$ cat config.mk
export PLATFORM = sky130hd
export DESIGN_NAME = pnete_ctrl
export DESIGN_NICKNAME = d
export VERILOG_FILES = /design/src/sv/assert_macros.svh /design/src/sv/pnete_pkg.sv /design/src/sv/pnete_ctrl.sv
export SDC_FILE = /design/constraint.sdc
export NUM_CORES = 1
export LEC_CHECK = 0
export BUFFER_PORTS_ARGS = -buffer_cell sky130_fd_sc_hd__buf_4
export CAP_MARGIN = 30
export CORE_MARGIN = 2
export CORE_UTILIZATION = 48
export CTS_BUF_LIST = sky130_fd_sc_hd__clkbuf_8
export CTS_CLUSTER_SIZE = 40
export DETAILED_ROUTE_END_ITERATION = 8
export PLACE_DENSITY = 0.77
export RECOVER_POWER = 50
export SYNTH_ARGS = -nofsm -noshare
export SYNTH_HDL_FRONTEND = slang
export SYNTH_SLANG_ARGS = --single-unit
$ cat constraint.sdc
create_clock -name clk -period 1.5 [get_ports clk]
set_input_delay 0.075 -clock clk [delete_from_list [all_inputs] [get_ports clk]]
set_output_delay 0.075 -clock clk [all_outputs]
set_load 0.01 [all_outputs]
$ cat src/sv/assert_macros.svh
// Assertion macros used by the top level of the Petri net evaluator.
// No dependencies; the bodies are empty when SYNTHESIS is defined.
`ifndef ASSERT_MACROS_SVH
`define ASSERT_MACROS_SVH

`ifndef SYNTHESIS

// ante holds in a cycle -> cons holds in the same cycle
`define ASSERT_SAME(label, clk, rst_n, ante, cons) \
	label: assert property (@(posedge clk) disable iff (!(rst_n)) (ante) |-> (cons)) \
		else $error("assertion failed: same-cycle implication");

// ante holds in a cycle -> cons holds in the next cycle
`define ASSERT_NEXT(label, clk, rst_n, ante, cons) \
	label: assert property (@(posedge clk) disable iff (!(rst_n)) (ante) |=> (cons)) \
		else $error("assertion failed: next-cycle implication");

// expr holds in every cycle out of reset
`define ASSERT_ALWAYS(label, clk, rst_n, expr) \
	label: assert property (@(posedge clk) disable iff (!(rst_n)) (expr)) \
		else $error("assertion failed: invariant");

`else

`define ASSERT_SAME(label, clk, rst_n, ante, cons)
`define ASSERT_NEXT(label, clk, rst_n, ante, cons)
`define ASSERT_ALWAYS(label, clk, rst_n, expr)

`endif

`endif

$ cat src/sv/pnete_pkg.sv
// Package of the Petri net enabled-transition evaluator: opcodes, register
// indexes, default sizes and the controller/datapath command types. No dependencies.
package pnete_pkg;

	// default net size
	localparam int DEF_NUM_PLACES      = 16;
	localparam int DEF_NUM_TRANSITIONS = 16;
	localparam int DEF_TOKEN_BITS      = 16;

	// field widths
	localparam int OP_W    = 3;
	localparam int IDX_W   = 4;
	localparam int VALUE_W = 16;
	localparam int VEC_W   = 16;
	localparam int CFG_AW  = 1;
	localparam int CFG_DW  = 16;
	localparam int S_TDATA_W = 32;
	localparam int M_TDATA_W = 56;

	// opcodes
	localparam logic [OP_W-1:0] OP_SET_MARK  = 3'd0;
	localparam logic [OP_W-1:0] OP_PRE_WT    = 3'd1;
	localparam logic [OP_W-1:0] OP_INHIBIT   = 3'd2;
	localparam logic [OP_W-1:0] OP_READER    = 3'd3;
	localparam logic [OP_W-1:0] OP_INIT_MARK = 3'd4;
	localparam logic [OP_W-1:0] OP_RESTORE   = 3'd5;

	// register indexes
	localparam logic [CFG_AW-1:0] REG_GUARD_MASK = 1'd0;
	localparam logic [CFG_AW-1:0] REG_EVENT_MASK = 1'd1;

	// controller -> datapath commands
	typedef struct packed {
		logic item_load;   // capture the accepted item
		logic clear;       // clearing sweep write
		logic item_write;  // write the captured item into its store
		logic copy_rd;     // read initial marking for the restore copy
		logic eval_rd;     // read one table entry and its place marking
		logic result_load; // load the output register
	} pnete_cmd_t;

	// datapath -> controller status
	typedef struct packed {
		logic out_busy;    // output register holds a result not taken this cycle
	} pnete_sts_t;

endpackage

$ cat src/sv/pnete_ctrl.sv
// Sequencer of the evaluator: clearing sweep, item write, restore copy and
// the row/column walk of the tables. Depends on pnete_pkg.
module pnete_ctrl
	import pnete_pkg::*;
#(
	parameter int NUM_PLACES      = DEF_NUM_PLACES,
	parameter int NUM_TRANSITIONS = DEF_NUM_TRANSITIONS,
	localparam int PW = (NUM_PLACES > 1) ? $clog2(NUM_PLACES) : 1,
	localparam int TW = (NUM_TRANSITIONS > 1) ? $clog2(NUM_TRANSITIONS) : 1,
	localparam int LW = (NUM_PLACES * NUM_TRANSITIONS > 1) ?
		$clog2(NUM_PLACES * NUM_TRANSITIONS) : 1
) (
	input  logic            clk,
	input  logic            arst_n,
	input  logic            in_valid,
	input  logic [OP_W-1:0] in_opcode,
	output logic            in_ready,
	input  pnete_sts_t      sts,
	output pnete_cmd_t      cmd,
	output logic [PW-1:0]   place,
	output logic [TW-1:0]   trans,
	output logic [LW-1:0]   lin
);

	typedef enum logic [2:0] {
		ST_CLEAR, ST_IDLE, ST_WRITE, ST_COPY, ST_SETTLE, ST_EVAL, ST_DRAIN, ST_RESULT
	} state_t;

	localparam logic [PW-1:0] PLACE_LAST = PW'(NUM_PLACES - 1);
	localparam logic [TW-1:0] TRANS_LAST = TW'(NUM_TRANSITIONS - 1);
	localparam logic [LW-1:0] LIN_LAST   = LW'(NUM_PLACES * NUM_TRANSITIONS - 1);

	state_t          state_q;
	logic [PW-1:0]   place_q;
	logic [TW-1:0]   trans_q;
	logic [LW-1:0]   lin_q;
	logic            accept;

	assign accept   = in_valid && (state_q == ST_IDLE);
	assign in_ready = (state_q == ST_IDLE);
	assign place    = place_q;
	assign trans    = trans_q;
	assign lin      = lin_q;

	// command decode
	always_comb begin
		cmd             = '0;
		cmd.item_load   = accept;
		cmd.clear       = (state_q == ST_CLEAR);
		cmd.item_write  = (state_q == ST_WRITE);
		cmd.copy_rd     = (state_q == ST_COPY);
		cmd.eval_rd     = (state_q == ST_EVAL);
		cmd.result_load = (state_q == ST_RESULT) && !sts.out_busy;
	end

	// state and walk counters
	always_ff @(posedge clk or negedge arst_n) begin
		if (!arst_n) begin
			state_q <= ST_CLEAR;
			place_q <= '0;
			trans_q <= '0;
			lin_q   <= '0;
		end else begin
			case (state_q)
				ST_CLEAR, ST_EVAL: begin
					if (lin_q == LIN_LAST) begin
						lin_q   <= '0;
						place_q <= '0;
						trans_q <= '0;
						state_q <= (state_q == ST_CLEAR) ? ST_IDLE : ST_DRAIN;
					end else begin
						lin_q <= lin_q + 1'b1;
						if (place_q == PLACE_LAST) begin
							place_q <= '0;
							trans_q <= (trans_q == TRANS_LAST) ? '0 : trans_q + 1'b1;
						end else begin
							place_q <= place_q + 1'b1;
						end
					end
				end
				ST_IDLE: begin
					if (accept) begin
						if (in_opcode inside {[OP_SET_MARK:OP_INIT_MARK]})
							state_q <= ST_WRITE;
						else if (in_opcode == OP_RESTORE)
							state_q <= ST_COPY;
						else
							state_q <= ST_EVAL;
					end
				end
				ST_WRITE: begin
					state_q <= ST_EVAL;
				end
				ST_COPY: begin
					if (place_q == PLACE_LAST) begin
						place_q <= '0;
						state_q <= ST_SETTLE;
					end else begin
						place_q <= place_q + 1'b1;
					end
				end
				ST_SETTLE: begin
					state_q <= ST_EVAL;
				end
				ST_DRAIN: begin
					state_q <= ST_RESULT;
				end
				ST_RESULT: begin
					if (!sts.out_busy)
						state_q <= ST_IDLE;
				end
				default: begin
					state_q <= ST_IDLE;
				end
			endcase
		end
	end

endmodule

==> run metrics, run 1 <==
I/O pins=30; Setup CP Type=register to register; Ys Warns=0; DRT Pass-1 Iters=4; FF-to-FF Start=lin[3]; gr ovfl total=0; PwrDens=2240 nW/um2; pre-CTS setup slack=0.0607 ns; DRC errors left=0; outcome=finished, final reports clean; largest net degree at the start of global routing=20; Core Region=2190 um2; Rows=17; Mapped Cells=118; worst-margin pin slew=1.05 ns; CP Max Fanout=5; Worst EP arrival=1.59 ns; initial antenna violation count=0; GP Congestion=0.794; met3 global-route usage=3.45%; Most used DFF post-synth=dfrtp_1; Avg Cell Area, Syn=9.35 um2; setup ws final=0.0603 ns; Reg2Reg Capture Point=state_q[0]; register area share after synthesis=43.1%; Post-synth EDFFs=0; Mapped Area=1100 um2; hold path startpoint=sts; Synth async-reset ratio=100%; post-synthesis mux area share=2.38%; most frequent cells in the layout=35 x buf_4, 19 x dfrtp_1, 12 x clkbuf_1; main combinational cell family by area after synthesis=compound AO/OA/AOI/OAI gates; CP Launch Type=register; Final period util=96.0%; Worst slew margin=29.8%; met1 Use GR=28.8%; Max Root-Sink Buffers=2; maximum clock rate=695 MHz; detailed placement HPWL=2050 um; Leakage=0.000712 uW; Max Cap Violations=0; area delta synth->final=37.6%; initial drt markers=25; CTS HTree Levels=1; final period demand of the worst path=1.44 ns; IO buf count=29; final setup violating endpoints=0; busiest grt layer=met2; hold path depth=3; Starting Density=50.4%; vias=1094; Seq cells post-synth=19; share of layout cells above drive strength 1=32.1%; post-synthesis compound-gate area fraction=22.9%; CTS tree=yes; HP Class=primary input to register; drt via density=5.67; final wirelength=2690 um; Num Clock Sinks=19; commonest non-fill, non-tap cell in the layout=buf_4; CP Launch Point=lin[3]; Crit path required time=1.65 ns; number of diodes=0; final-report hold violation count=0; nets=176; GRT met2 Usage=38.0%; Worst-path clk slew=0.07 ns; XOR/XNOR share of the synthesized area=4.76%; vias in the first global route=1032; TNS Setup=0 ns; Max Transition Viols Final=0; syn_nets=128; clk_lat worst skew=0.26 ns; total CTS buffers=3; post-route ant nets=0; Max Clock Skew=0.00241 ns; die area=2700 um2; drt wl/cell=13.9 um; unique cell type count in the Yosys netlist=34; Clk Tree Root Cell=clkbuf_8; Die X=52.0 um; Peak VDD IR=1.57 mV; CP Capture Type=register; Total GRT Usage=22.4%; Reg2Reg Setup Slack=0.06 ns; Die H=52.0 um; global-route wire length before repair=4510 um; R2R depth=4; post-synthesis adder-cell area fraction=3.40%; Worst Hold Path EP=state_q[1]; RSZ-0062 raised after global routing=no; area share of and/or/nand/nor cells after synthesis=19.7%
-- final cells by class --
type                    instances  area [um2]
well taps                      28        35.0
multi-input cells              90         613
inverters                       3        11.3
flip-flops and latches         19         475
clock buffers                   3        41.3
clock inverters                 1        5.00
repair buffers                 49         338
fillers                       183         672
-- per-layer routing --
metal | vias up | share of wire (%)
met4 | 0 | 1.0
met2 | 24 | 50
li1 | 539 | -
met5 | - | 0
met1 | 527 | 45
met3 | 4 | 3.6
-- critical path, cell delays in order (launching register included) --
cell and delay (ns):
dfrtp_1 0.40, and4_4 0.21, and4_4 0.22, o21ai_2 0.18
mux2_4 0.31
-- synthesized netlist by cell type (all sizes together), types with 4 or more instances --
library cell	number	share of area, %
nand2	8	2.9
a31oi	5	2.8
o22ai	4	2.3
and3	4	2.3
a21oi	4	1.8
nor2	11	4.0
xnor2	5	4.0
a22o	5	4.0
dfrtp	19	43
buf	4	2.0
o21ai	9	4.4
nand3	8	3.6
-- registers in the layout, summed over array words and instances (netlist names) --
name,cells
lin,8
trans,4
state_q,3
place,4
-- kinds of logic after synthesis --
group,count (synthesis)
mux,2
flops,19
compound gates,37
fa+ha+maj,3
simple gates,42
xor+xnor,6
buf+inv,9
-- timing repair --
item                       4_1_cts  5_1_grt
hold buffers                     1        0
setup endpoints to repair        0       17
buffers inserted                 0        1
hold endpoints to repair        19        0
resized for setup                0        8
-- stage by stage --
| stage | power [uW] | hold slack [ns] | area [um2] | util (%) | std cells |
|---|---|---|---|---|---|
| 4_1_cts | 3360 | 0.103 | 1530 | 69.8 | 192 |
| 6_report | 3400 | 0.106 | 1520 | 69.3 | 193 |
| 5_1_grt | 3670 | 0.127 | 1520 | 69.3 | 193 |
| 2_1_floorplan | 2040 | -0.221 | 1100 | - | 118 |
| 3_5_place_dp | 2990 | -0.0369 | 1470 | 67.3 | 187 |
| 3_3_place_gp | 2930 | -0.0420 | 1470 | 67.3 | 187 |
-- worst max path at each step --
stage	endpoint	slack (ns)	cells past startpoint
2_1_floorplan	state_q[0]	0.003	5
3_3_place_gp	trans[0]	0.08	5
3_5_place_dp	state_q[0]	0.06	5
4_1_cts	state_q[0]	0.05	5
5_1_grt	state_q[0]	0.003	5
6_report	state_q[0]	0.06	4
-- power by group --
part           leakage, uW  internal (uW)  switching, uW  total, uW
Clock            0.0000255            185            175        360
Sequential        0.000241            705            188        893
Combinational     0.000446           1080           1060       2140
Total             0.000712           1970           1430       3400
Note: power is estimated with default switching activity, not from simulation.
==> run 2, diff against run 1 <==
CORE_MARGIN = unset   (was 2)
==> run 2 against run 1 <==
Net effect: utilization rose by 3.9 points; cell count down 1.6%; die area is 7.6% lower; clock skew shrank 0.0012 ns; cell area decreased by 0.58%; first-iteration DRC count up 28%; critical path type unchanged.
==> run metrics, run 2 (synthesis gave the netlist of run 1 again) <==
share of layout cells above drive strength 1=33.1% (was 32.1%); Starting Density=53.5% (was 50.4%); Crit path required time=1.64 ns (was 1.65 ns); crit-path cells=buf_4, and3_1, o21ai_2, o21ai_4, mux2_4 (was and4_4, and4_4, o21ai_2, mux2_4); HP Class=primary input to register (unchanged); drt via density=5.76 (was 5.67); CTS HTree Levels=1 (unchanged); DP Area=1450 um2 (was 1470 um2); commonest non-fill, non-tap cell in the layout=buf_4 (unchanged); outcome=finished, final reports clean (unchanged); Leakage=0.000712 uW (about the same); Clk Tree Root Cell=clkbuf_8 (unchanged); global-route wire length before repair=4540 um (was 4510 um); DRC errors left=0 (unchanged); setup bufs post-CTS=0 (unchanged); area delta synth->final=36.8% (was 37.6%); final-report hold violation count=0 (unchanged); CP Max Fanout=10 (was 5); IO buf count=29 (unchanged); Die X=50.0 um (was 52.0 um); Max Root-Sink Buffers=2 (unchanged); CTS tree=yes (unchanged); Worst-path clk slew=0.07 ns (about the same); final setup violating endpoints=0 (unchanged); Die H=50.0 um (was 52.0 um); Setup CP Type=register to register (unchanged); post-route ant nets=0 (unchanged); gr ovfl total=0 (unchanged); Max Clock Skew=0.00118 ns (was 0.00241 ns); drt wl/cell=14.5 um (was 13.9 um); PwrDens=2240 nW/um2 (about the same); CP Capture Type=register (unchanged); Worst EP arrival=1.61 ns (was 1.59 ns); total CTS buffers=3 (unchanged); Worst slew margin=31.4% (was 29.8%); TNS Setup=0 ns (unchanged); largest net degree at the start of global routing=20 (unchanged); max reg flops=8 (unchanged); DRT Pass-1 Iters=4 (unchanged); Slowest Stage Delay on Critical Path=0.44 ns (was 0.40 ns); GP Congestion=0.900 (was 0.794); final wirelength=2760 um (was 2690 um); number of diodes=0 (unchanged); die area=2500 um2 (was 2700 um2); nets=174 (was 176); detailed placement HPWL=2090 um (was 2050 um); Final Total Pwr=3390 uW (was 3400 uW); most frequent cells in the layout=36 x buf_4, 18 x dfrtp_1, 10 x clkbuf_1 (was 35 x buf_4, 19 x dfrtp_1, 12 x clkbuf_1); CP Launch Type=register (unchanged); initial antenna violation count=0 (unchanged); Max Cap Violations=0 (unchanged); I/O pins=30 (unchanged); clk_lat worst skew=0.25 ns (was 0.26 ns); vias=1095 (was 1094); Final period util=97.6% (was 96.0%); vias in the first global route=988 (was 1032); Rows=16 (was 17); initial drt markers=32 (was 25); Core Region=2060 um2 (was 2190 um2); final period demand of the worst path=1.46 ns (was 1.44 ns); Final Cell Area=1510 um2 (was 1520 um2); CP Buf/Inv Count=1 (was 0); Slowest-stage cell, CP=dfrtp_1 (unchanged); worst-margin pin slew=1.03 ns (was 1.05 ns); RSZ-0062 raised after global routing=yes (was no); CP top delay family=flip-flops (was simple AND/OR/NAND/NOR gates); Max Transition Viols Final=0 (unchanged); Num Clock Sinks=19 (unchanged); maximum clock rate=683 MHz (was 695 MHz); Peak VDD IR=1.49 mV (was 1.57 mV); Total GRT Usage=23.9% (was 22.4%)
[run 2: cell count changes in the layout (fill, tap and decap cells not counted), sizes merged]
cell	previous run	this run
clkbuf	15	13
[run 2: routing by layer]
metal / vias to the layer above / share of wire (%) / GRT usage, %
li1: 540 / - / -
met1: 516 / 47 / 32.9
met2: 37 / 49 / 37.8
met3: 2 / 4.2 / 3.70
met4: 0 / 0.40 / 8.10
met5: - / 0 / 0
[run 2: what timing repair did]
item | 4_1_cts | 5_1_grt
pin swaps | 0 | 0
hold buffers | 1 | 0
hold endpoints to repair | 19 | 0
endpoints found under the setup margin | 1 | 4
resized for setup | 2 | 8
[run 2: area by class of cell]
type | instances | area [um2]
clock buffers | 3 | 41.3
clock inverters | 1 | 5.00
fillers | 153 | 552
inverters | 3 | 11.3
multi-input cells | 90 | 624
flip-flops and latches | 19 | 477
well taps | 27 | 33.8
repair buffers | 47 | 318
[run 2: stage by stage]
stage	worst slack (ns)	hold WS (ns)	util, %	cells
2_1_floorplan	0.00349	-0.221	-	118
3_3_place_gp	0.0736	-0.0418	70.4	185
3_5_place_dp	0.00996	-0.0390	70.4	185
4_1_cts	0.00947	0.0931	73.8	190
5_1_grt	-0.0320	0.110	73.2	190
6_report	0.0355	0.101	73.2	190
[run 2: path summary, 6_finish.rpt]
path | start | endpoint | slack [ns] | depth (start not counted)
max reg2reg | state_q[2] | state_q[0] | 0.04 | 5
max | state_q[2] | state_q[0] | 0.04 | 5
min in group asynchronous | arst_n | state_q[0] | 0.51 | 2
min | sts | state_q[2] | 0.10 | 3
max in group asynchronous | arst_n | state_q[1] | 0.30 | 2
min reg2reg | trans[3] | trans[3] | 0.53 | 1
[run 2: worst reg2reg max path: cells and delay by family (launching register included)]
family,cells,cell delay [ns]
flops,1,0.44
compound gates,2,0.26
mux,1,0.30
simple gates,1,0.16
buf+inv,1,0.20
[run 2: where the power goes]
group	switching, uW	internal [uW]	leakage (uW)
clock	174	185	0.0000255
combinational	1090	1040	0.000447
sequential	190	707	0.000240
total	1450	1940	0.000712
